==> src/hdl/binary_to_ascii_number_defines.svh <==
// Assertion helpers for the block's top-level file.
`ifndef BINARY_TO_ASCII_NUMBER_DEFINES_SVH
`define BINARY_TO_ASCII_NUMBER_DEFINES_SVH

// Property checked on every clock edge outside reset.
`define BTA_ASSERT(lbl, prop, msg) \
  lbl: assert property (@(posedge clk_i) disable iff (!rst_ni) (prop)) else $error(msg);

// Antecedent in one cycle implies consequent in the next.
`define BTA_ASSERT_NEXT(lbl, ante, cons, msg) \
  lbl: assert property (@(posedge clk_i) disable iff (!rst_ni) (ante) |=> (cons)) \
    else $error(msg);

`endif

==> src/hdl/bta_pkg.sv <==
package bta_pkg;

  localparam int FIELD_W      = 16;
  localparam int VALUE_W_DEF  = 16;
  localparam int CHAR_W       = 8;
  localparam int DIGIT_W      = 4;
  // a 16-bit field never needs more than five decimal digits
  localparam int DIGITS_MAX   = 5;
  // power of two, so the queue pointers wrap on their own
  localparam int QUEUE_DEPTH  = 2;

  localparam int RADIX_DEC    = 10;
  localparam int RADIX_HEX    = 16;

  // x / 10 == (x * 0xCCCD) >> 19, exact for every 16-bit x
  localparam logic [FIELD_W-1:0] DIV10_MUL = 16'hCCCD;
  localparam int                 DIV10_SHIFT = 19;

  localparam logic [CHAR_W-1:0] ASCII_ZERO  = 8'd48;
  localparam logic [CHAR_W-1:0] ASCII_NINE  = 8'd57;
  localparam logic [CHAR_W-1:0] ASCII_ALPHA = 8'd87;
  localparam logic [CHAR_W-1:0] ASCII_LC_A  = 8'd97;
  localparam logic [CHAR_W-1:0] ASCII_LC_F  = 8'd102;

  typedef enum logic {
    RADIX_DEC_E,
    RADIX_HEX_E
  } radix_e;

  typedef struct packed {
    logic [FIELD_W-1:0] value;
    logic               hex_mode;
  } bta_in_t;

  typedef struct packed {
    logic [CHAR_W-1:0] ascii_char;
    logic              last;
  } bta_out_t;

  typedef struct packed {
    logic [FIELD_W-1:0] value;
    radix_e             radix;
  } job_t;

  function automatic logic [CHAR_W-1:0] digit_char(input logic [DIGIT_W-1:0] d);
    logic [CHAR_W-1:0] c;
    c = CHAR_W'(d);
    if (d < DIGIT_W'(RADIX_DEC)) begin
      return c + ASCII_ZERO;
    end
    return c + ASCII_ALPHA;
  endfunction

endpackage

==> src/hdl/bta_front.sv <==
module bta_front #(
  parameter int VALUE_WIDTH = bta_pkg::VALUE_W_DEF
) (
  input  logic             clk_i,
  input  logic             rst_ni,
  input  logic             in_valid_i,
  input  bta_pkg::bta_in_t in_data_i,
  output logic             in_stall_o,
  output logic             job_valid_o,
  output bta_pkg::job_t    job_o,
  input  logic             job_pop_i
);
  import bta_pkg::*;

  localparam int OP_W  = (VALUE_WIDTH < FIELD_W) ? VALUE_WIDTH : FIELD_W;
  localparam int PTR_W = (QUEUE_DEPTH > 1) ? $clog2(QUEUE_DEPTH) : 1;
  localparam logic [FIELD_W-1:0] OP_MASK = {FIELD_W{1'b1}} >> (FIELD_W - OP_W);

  job_t               mem_q [QUEUE_DEPTH];
  job_t               job_in;
  logic [PTR_W-1:0]   wr_q, wr_d, rd_q, rd_d;
  logic [PTR_W:0]     cnt_q, cnt_d;
  logic               full, push, pop;

  // classify: mask to operand width and pick the radix
  always_comb begin
    job_in.value = in_data_i.value & OP_MASK;
    job_in.radix = in_data_i.hex_mode ? RADIX_HEX_E : RADIX_DEC_E;
  end

  assign full        = (cnt_q == (PTR_W + 1)'(QUEUE_DEPTH));
  assign push        = in_valid_i && !full;
  assign pop         = job_pop_i && (cnt_q != '0);
  assign in_stall_o  = full;
  assign job_valid_o = (cnt_q != '0);
  assign job_o       = mem_q[rd_q];

  always_comb begin
    wr_d  = push ? wr_q + PTR_W'(1) : wr_q;
    rd_d  = pop  ? rd_q + PTR_W'(1) : rd_q;
    cnt_d = cnt_q;
    if (push && !pop) begin
      cnt_d = cnt_q + (PTR_W + 1)'(1);
    end else if (pop && !push) begin
      cnt_d = cnt_q - (PTR_W + 1)'(1);
    end
  end

  always_ff @(posedge clk_i or negedge rst_ni) begin
    if (!rst_ni) begin
      wr_q  <= '0;
      rd_q  <= '0;
      cnt_q <= '0;
    end else begin
      wr_q  <= wr_d;
      rd_q  <= rd_d;
      cnt_q <= cnt_d;
    end
  end

  always_ff @(posedge clk_i) begin
    if (push) begin
      mem_q[wr_q] <= job_in;
    end
  end

endmodule

==> src/hdl/bta_back.sv <==
module bta_back (
  input  logic              clk_i,
  input  logic              rst_ni,
  input  logic              job_valid_i,
  input  bta_pkg::job_t     job_i,
  output logic              job_pop_o,
  output logic              out_valid_o,
  output bta_pkg::bta_out_t out_data_o,
  input  logic              out_stall_i
);
  import bta_pkg::*;

  localparam int IDX_W = $clog2(DIGITS_MAX);
  localparam int PROD_W = 2 * FIELD_W;

  localparam logic [1:0] S_IDLE = 2'd0;
  localparam logic [1:0] S_CONV = 2'd1;
  localparam logic [1:0] S_EMIT = 2'd2;

  logic [1:0]         state_q, state_d;
  logic [FIELD_W-1:0] val_q, val_d;
  radix_e             radix_q, radix_d;
  logic [DIGIT_W-1:0] buf_q [DIGITS_MAX];
  logic [IDX_W-1:0]   cnt_q, cnt_d;
  logic [IDX_W-1:0]   idx_q, idx_d;
  logic               out_valid_q, out_valid_d;
  bta_out_t           out_q, out_d;

  logic [PROD_W-1:0]  prod;
  logic [FIELD_W-1:0] quo_dec, back_dec, rem_dec, quo;
  logic [DIGIT_W-1:0] digit;
  logic               slot_free, wr_digit;

  // one digit per cycle: reciprocal multiply for ten, shift for sixteen
  always_comb begin
    prod     = PROD_W'(val_q) * PROD_W'(DIV10_MUL);
    quo_dec  = FIELD_W'(prod >> DIV10_SHIFT);
    back_dec = (quo_dec << 3) + (quo_dec << 1);
    rem_dec  = val_q - back_dec;
    unique case (radix_q)
      RADIX_HEX_E: begin
        quo   = val_q >> DIGIT_W;
        digit = val_q[DIGIT_W-1:0];
      end
      default: begin
        quo   = quo_dec;
        digit = rem_dec[DIGIT_W-1:0];
      end
    endcase
  end

  assign slot_free = !out_valid_q || !out_stall_i;

  always_comb begin
    state_d     = state_q;
    val_d       = val_q;
    radix_d     = radix_q;
    cnt_d       = cnt_q;
    idx_d       = idx_q;
    out_d       = out_q;
    out_valid_d = out_valid_q && out_stall_i;
    job_pop_o   = 1'b0;
    wr_digit    = 1'b0;
    unique case (state_q)
      S_IDLE: begin
        if (job_valid_i) begin
          job_pop_o = 1'b1;
          val_d     = job_i.value;
          radix_d   = job_i.radix;
          cnt_d     = '0;
          state_d   = S_CONV;
        end
      end
      S_CONV: begin
        wr_digit = 1'b1;
        val_d    = quo;
        cnt_d    = cnt_q + IDX_W'(1);
        if (quo == '0 || cnt_q == IDX_W'(DIGITS_MAX - 1)) begin
          idx_d   = cnt_q;
          state_d = S_EMIT;
        end
      end
      S_EMIT: begin
        if (slot_free) begin
          out_valid_d      = 1'b1;
          out_d.ascii_char = digit_char(buf_q[idx_q]);
          out_d.last       = (idx_q == '0);
          if (idx_q == '0) begin
            state_d = S_IDLE;
          end else begin
            idx_d = idx_q - IDX_W'(1);
          end
        end
      end
      default: begin
        state_d = S_IDLE;
      end
    endcase
  end

  always_ff @(posedge clk_i or negedge rst_ni) begin
    if (!rst_ni) begin
      state_q     <= S_IDLE;
      out_valid_q <= 1'b0;
    end else begin
      state_q     <= state_d;
      out_valid_q <= out_valid_d;
    end
  end

  always_ff @(posedge clk_i) begin
    val_q   <= val_d;
    radix_q <= radix_d;
    cnt_q   <= cnt_d;
    idx_q   <= idx_d;
    out_q   <= out_d;
    if (wr_digit) begin
      buf_q[cnt_q] <= digit;
    end
  end

  assign out_valid_o = out_valid_q;
  assign out_data_o  = out_q;

endmodule

==> src/hdl/binary_to_ascii_number.sv <==
// Converts an unsigned number to its ASCII digits, decimal or lower-case hex,
// most significant first, no leading zeros (zero gives a single '0'), with
// last set on the final beat. Each number is taken from the two-entry input
// queue, runs the digit loop (one divide-by-radix step per cycle, a reciprocal
// multiply for ten), then leaves as one beat per digit from the single output
// register, held there while the output is stalled; the next number is taken
// only once its last beat is in that register. Input is still accepted while
// the queue has room. VALUE_WIDTH below 16 masks off the upper value bits.
module binary_to_ascii_number #(
  parameter int VALUE_WIDTH = bta_pkg::VALUE_W_DEF
) (
  input  logic              clk_i,
  input  logic              rst_ni,
  input  logic              in_valid_i,
  input  bta_pkg::bta_in_t  in_data_i,
  output logic              in_stall_o,
  output logic              out_valid_o,
  output bta_pkg::bta_out_t out_data_o,
  input  logic              out_stall_i
);
  import bta_pkg::*;

  `include "binary_to_ascii_number_defines.svh"

  logic job_valid, job_pop;
  job_t job;

  bta_front #(
    .VALUE_WIDTH(VALUE_WIDTH)
  ) u_front (
    .clk_i      (clk_i),
    .rst_ni     (rst_ni),
    .in_valid_i (in_valid_i),
    .in_data_i  (in_data_i),
    .in_stall_o (in_stall_o),
    .job_valid_o(job_valid),
    .job_o      (job),
    .job_pop_i  (job_pop)
  );

  bta_back u_back (
    .clk_i      (clk_i),
    .rst_ni     (rst_ni),
    .job_valid_i(job_valid),
    .job_i      (job),
    .job_pop_o  (job_pop),
    .out_valid_o(out_valid_o),
    .out_data_o (out_data_o),
    .out_stall_i(out_stall_i)
  );

  `BTA_ASSERT(a_pop_needs_job, !job_pop || job_valid, "pop from empty queue")

  `BTA_ASSERT(a_char_is_digit, !out_valid_o ||
    (out_data_o.ascii_char >= ASCII_ZERO && out_data_o.ascii_char <= ASCII_NINE) ||
    (out_data_o.ascii_char >= ASCII_LC_A && out_data_o.ascii_char <= ASCII_LC_F),
    "output beat is not a digit character")

  // a run of digits leaves no gap between beats
  `BTA_ASSERT_NEXT(a_run_unbroken, out_valid_o && !out_stall_i && !out_data_o.last,
    out_valid_o, "gap inside a digit run")

endmodule

==> config.mk <==
export PLATFORM = sky130hd
export DESIGN_NAME = binary_to_ascii_number
export DESIGN_NICKNAME = d
export VERILOG_FILES = /design/src/hdl/bta_pkg.sv /design/src/hdl/bta_front.sv /design/src/hdl/bta_back.sv /design/src/hdl/binary_to_ascii_number.sv
export VERILOG_INCLUDE_DIRS = /design/src /design/src/hdl
export SDC_FILE = /design/constraint.sdc
export NUM_CORES = 1
export LEC_CHECK = 0
export BUFFER_PORTS_ARGS = -buffer_cell sky130_fd_sc_hd__clkbuf_2
export CAP_MARGIN = 10
export CORE_ASPECT_RATIO = 1.25
export CORE_MARGIN = 2
export CORE_UTILIZATION = 34
export DETAILED_ROUTE_END_ITERATION = 6
export GPL_TIMING_DRIVEN = 0
export PLACE_DENSITY = 0.51
export SETUP_SLACK_MARGIN = 0.5
export SYNTH_ARGS = -nofsm -noshare
export SYNTH_HDL_FRONTEND = slang
export SYNTH_SLANG_ARGS = --single-unit
export TNS_END_PERCENT = 10
==> constraint.sdc <==
create_clock -name clk_i -period 21 [get_ports clk_i]
set_input_delay 5.25 -clock clk_i [delete_from_list [all_inputs] [get_ports clk_i]]
set_output_delay 5.25 -clock clk_i [all_outputs]
set_load 0.005 [all_outputs]
Word level (Yosys, flattened, before mapping)

Memory sizes are Yosys's and may differ from the RTL's. A register that Yosys moved wholly into a read port is not among the register bits.
Index checks and enable logic that the tools add are counted.

Output and inout port bits: 11
Bits in writable memories: 54
Memories: 2
Flip-flop bits (word level): 39
Input port bits: 21
Logic and storage cells: 91

Memory list:

| memory        | words | bits a word | rd ports | clocked after Yosys merged registers in | write ports | line            | text |
|---|---|---|---|---|---|---|---|
| u_front.mem_q | 2     | 17          | 1        | 0                                       | 1           | bta_front.sv:19 | `job_t mem_q [QUEUE_DEPTH];` |
| u_back.buf_q  | 5     | 4           | 1        | 1                                       | 1           | bta_back.sv:23  | `logic [DIGIT_W-1:0] buf_q [DIGITS_MAX];` |

Multiply operators: 1
$add $sub $neg: 10
Magnitude comparators: 1
Equal/unequal tests: 9
Muxes and demuxes: 33
Reduce and logical (&&, ||, !) cells: 24

Operator list:

| cell                                                                   | count |
|---|---|
| 16-bit by 16-bit multiplier with 32-bit output (second input constant) | 1 |
| 16-bit one-hot mux with 2 select lines                                 | 1 |
| 16-bit zero test                                                       | 1 |
| 16-bit 2-to-1 mux                                                      | 1 |
| 8-bit 2-to-1 mux                                                       | 2 |
| 3-bit 2-to-1 mux                                                       | 5 |
| 1-bit 2-to-1 mux                                                       | 13 |
| 13-bit 2-to-1 mux                                                      | 1 |
| 2-bit 2-to-1 mux                                                       | 6 |
| 3-bit one-hot mux with 2 select lines                                  | 2 |
| 4-bit by 7-bit adder with 8-bit output (second input constant)         | 1 |
| 4-bit AND reduction                                                    | 2 |
| 2-bit nonzero test                                                     | 4 |
| 4-bit by 6-bit adder with 7-bit output (second input constant)         | 1 |
| 2-bit by 1-bit != test with 1-bit output (second input constant)       | 3 |
| 2-bit one-hot mux with 3 select lines                                  | 1 |
| 2-bit AND reduction                                                    | 3 |
| 1-bit logical AND                                                      | 5 |
| 1-bit zero test                                                        | 5 |
| 4-bit adder                                                            | 1 |
| 2-bit equality test (second input constant)                            | 2 |
| 4-bit less-than comparator (second input constant)                     | 1 |
| 4-bit 2-to-1 mux                                                       | 1 |
| 2-bit != test (second input constant)                                  | 2 |
| other kinds (11)                                                       | 13 |

Longest topological paths before layout

Word-level depth: 7
Gate-level depth with buffers: 23
Depth with buffers taken out: 23

By module

From an unflattened synthesis, not the netlist that was laid out.

Cells, all modules: 858
Area, all modules: 9223.8 µm²

Modules (own cells, without submodules):

| module    | area an instance (µm²) | seq. area each (µm²) | cells each | times used |
|---|---|---|---|---|
| bta_back  | 7746.2                 | 1666.6               | 786        | 1 |
| bta_front | 1477.7                 | 1121.1               | 72         | 1 |

Worst setup path after synthesis

Ideal clock, no wire load.

Path type: input port to flip-flop
Start: in out_stall_i
End: reg with a tool-made name
Required time: 20.879 ns
Stages: 4
Arrival: 6.503 ns
Slack: 14.376 ns
Path buffers: 0
Library setup time: 0.121 ns
Cells stage by stage: a21oi_1 -> nor3b_1 -> a21o_2 -> mux2_4

RTL lines:

| what               | line                         | text |
|---|---|---|
| start: declaration | binary_to_ascii_number.sv:19 | `input logic out_stall_i` |

==> run metrics <==
run status=finished, final reports clean; required time at the endpoint of the critical path=21.24 ns; upper clock frequency limit=127 MHz; adder-cell share of the synthesized area=37.0%; filler cell count in the final layout=2652; CTS hold repair buffers=0; cell area after layout=0.00989 sq mm; vias in the first global route=6312; minimum clock period=7.85 ns; amount of wire on met3 after detailed routing=377 um; total wire length after detailed routing=20.2 mm; DRT antenna net count=0; number of enable flip-flop cells after synthesis=85; largest family of logic cells by synthesized area=adder cells; share of final-layout standard cells stronger than drive strength 1=7.15%; Resized cells post-CTS=0; number of CTS-inserted buffers=9; Buffers on Ports=30; overflow left after global routing=0; Sink Count=95; RSZ-0062 raised after global routing=false; WP depth=21; area of the die=0.0277 sq mm; Initial Util=34.5%; Mapped Avg Cell Area=10.8 sq um; vias per std cell=4.81; launching point of the worst reg2reg path=u_back.val_q[7]$_DFFE_PP_; total standard cell area after synthesis=0.00897 sq mm; startpoint kind of the worst setup timing path=flop; post-layout net count=1115; max-cap violation count=0; uppermost layer routed=met4; maximum buffer depth of the clock tree=2; number of synthesized register bits=95; Syn Inst Count=833; cell count of the worst hold path=1; Synthesis Warnings=0; starting DRC count in detailed routing=213; register-to-register setup slack=13.15 ns; cell at the slowest stage of the critical path=sky130_fd_sc_hd__a2111oi_0; cell breakdown of the critical path=ha_1 -> inv_1 -> fa_1 -> inv_1 -> fa_1 -> fa_1 -> fa_1 -> inv_1 -> fa_1 -> inv_1 -> ha_1 -> nand4_1 -> a2111oi_0 -> a211oi_1 -> a211oi_1 -> xnor2_1 -> nand4bb_1 -> a2111oi_2 -> a22o_1 -> a21o_2 -> mux2_4; number of top-level design ports=32; ratio of final minimum period to clock period=37.4%; number of buffers and inverters on the critical path=4; CP Max Fanout=7; length of routed wiring on met1=8.29 mm; Remaining DRCs=0; count of standard-cell rows=66; Post-CTS Setup Repair Bufs=0; number of vias after detailed routing=5868; Tightest Pin Transition=1.19 ns; later-pin clock latency in the skew report=0.35 ns; Antenna Cells=0; number of endpoints with negative hold slack in the final report=0; CTS tree=built; DP Area=0.00957 sq mm; final-layout setup total negative slack=0 ns; die height=186 um; Arr. time, crit path=8.09 ns; final count of pins violating max slew=0; clock transition at the registers of the reported paths=0.07 ns; proportion of synthesized area in mux cells=3.72%; clock tree root driver cell=sky130_fd_sc_hd__clkbuf_16; most instantiated flip-flop cell in the synthesis netlist=sky130_fd_sc_hd__edfxtp_1; Total GRT Usage=15.8%; Synth cell types=65; sequential-to-total area share from yosys stat=31.1%; Critical Path End Type=flop; fraction of the mapped netlist area in compound gates=9.95%; DIE WIDTH=149 um; slew margin rel.=18.6%; hold wc startpoint=u_front.wr_q$_DFFE_PN0P_; classification of the worst-slack hold path=flop to flop; worst hold path endpoint=u_front.wr_q$_DFFE_PN0P_; critical path's most frequent cell=sky130_fd_sc_hd__fa_1; number of failing setup endpoints in the final timing report=0; maximum level of the CTS H-tree=3; Final HPWL DP=17.4 mm; weighted congestion at the end of routability-driven global placement=0.878; synth-to-layout area growth=10.3%; DR WL/cell=16.6 um; antenna violations before repair=0; Placeable Area=0.0260 sq mm; Met2 Wirelength=10.7 mm; Largest stage delay, worst path=0.96 ns; drt first pass iters=4; maximum number of pins on one net before global-route repair=19; worst-case reg-to-reg path depth=21; path type of the worst setup path=flop to flop; share of flip-flops with an asynchronous set or reset after synthesis=7.37%; wire length of the first global-routing pass=33.4 mm; final clock skew=0.0124 ns; post-synthesis net count=1072; simple logic cell fraction of the synthesized area=7.25%; largest delay contributor family on the critical path=adder cells; xor and xnor area share after synthesis=2.64%
==> cells in the mapped netlist (all sizes together), types with 4 or more instances <==
| master | instances | area, sq um |
|---|---|---|
| a211oi | 14 | 110 |
| a21o | 6 | 46.3 |
| a21oi | 38 | 190 |
| a31oi | 5 | 31.3 |
| and3 | 6 | 37.5 |
| clkbuf | 12 | 45.0 |
| dfrtp | 7 | 175 |
| edfxtp | 85 | 2550 |
| fa | 79 | 1580 |
| ha | 139 | 1740 |
| inv | 181 | 679 |
| mux2 | 5 | 63.8 |
| mux2i | 18 | 180 |
| mux4 | 4 | 90.1 |
| nand2 | 44 | 165 |
| nand2b | 6 | 37.5 |
| nand3 | 5 | 25.0 |
| nand4 | 5 | 31.3 |
| nor2 | 29 | 109 |
| nor2b | 13 | 81.3 |
| nor3 | 13 | 65.1 |
| o211a | 4 | 40.0 |
| o21a | 4 | 30.0 |
| o21ai | 29 | 145 |
| xnor2 | 12 | 105 |
| xor2 | 15 | 131 |
==> worst max path at each step <==
stage / from / endpoint
finish: u_back.val_q[7]$_DFFE_PP_ / flop
global placement: u_back.val_q[7]$_DFFE_PP_ / flop
detailed placement: u_back.val_q[7]$_DFFE_PP_ / flop
CTS: u_back.val_q[7]$_DFFE_PP_ / flop
floorplan: out_stall_i / flop
global route: u_back.val_q[4]$_DFFE_PP_ / flop
==> registers in the layout, indices dropped and copies added, names as in the netlist, named ones only <==
register,count
u_front.rd_q,1
u_back.radix_q,1
u_front.wr_q,1
u_back.out_data_o,8
u_back.idx_q,3
u_back.buf_q,20
u_front.cnt_q,2
u_back.cnt_q,3
u_back.state_q,2
u_back.val_q,16
u_front.mem_q,34
u_back.out_valid_o,1
==> worst register-to-register path: cells and delay by family (launching register included) <==
| kind | cells | cell delay [ns] |
|---|---|---|
| adder cells (fa/ha/maj) | 7 | 3.44 |
| AO/OA/AOI/OAI | 6 | 2.49 |
| flip-flops | 1 | 0.61 |
| AND/OR/NAND/NOR | 2 | 0.38 |
| multiplexers | 1 | 0.31 |
| buffers and inverters | 4 | 0.27 |
| XOR/XNOR | 1 | 0.24 |
==> cells by family (layout without fill, tap and decap cells) <==
kind of cell | Yosys count | after routing
flip-flops | 95 | 95
other | 2 | 2
adder cells (fa/ha/maj) | 218 | 218
AND/OR/NAND/NOR | 134 | 134
buffers and inverters | 196 | 244
multiplexers | 27 | 27
XOR/XNOR | 27 | 27
AO/OA/AOI/OAI | 134 | 134
==> per-stage QoR <==
stage / hold slack, ns / worst slack (ns) / util [%] / cells
after CTS: 0.496 / 13.11 / 38.0 / 1221
after global routing: 0.532 / 12.86 / 38.0 / 1221
after floorplan: 0.461 / 14.38 / - / 833
after global placement: 0.480 / 13.12 / 36.7 / 1203
after detailed placement: 0.486 / 13.16 / 36.8 / 1205
final: 0.490 / 13.15 / 38.0 / 1221
==> metal layers <==
layer	vias up	track usage, %
met5	-	0
met4	0	7.24
met3	41	1.67
met2	79	29.2
met1	2833	18.3
li1	2915	-
==> area by class of cell <==
cell class / instances / area (sq um) / area share, %
inverter: 181 / 679 / 6.87
buffer: 15 / 60.1 / 0.607
clock buffer: 9 / 225 / 2.28
sequential: 95 / 2790 / 28.2
multi-input combinational: 542 / 5440 / 55.0
clock inverter: 7 / 95.1 / 0.962
timing repair buffer: 32 / 173 / 1.75
tap: 340 / 425 / 4.30
==> cell usage in the layout (no fill, tap or decap), types with 13 or more instances in the layout <==
cell / count
sky130_fd_sc_hd__clkbuf_2: 30
sky130_fd_sc_hd__xor2_1: 15
sky130_fd_sc_hd__a21oi_1: 38
sky130_fd_sc_hd__a211oi_1: 13
sky130_fd_sc_hd__ha_1: 139
sky130_fd_sc_hd__fa_1: 79
sky130_fd_sc_hd__nor3_1: 13
sky130_fd_sc_hd__edfxtp_1: 85
sky130_fd_sc_hd__inv_1: 181
sky130_fd_sc_hd__nor2_1: 28
sky130_fd_sc_hd__nor2b_1: 13
sky130_fd_sc_hd__mux2i_1: 18
sky130_fd_sc_hd__nand2_1: 44
sky130_fd_sc_hd__o21ai_0: 29
Power is not shown: default switching activity piles up to over one toggle a cycle in this logic, so the estimate is an artifact.
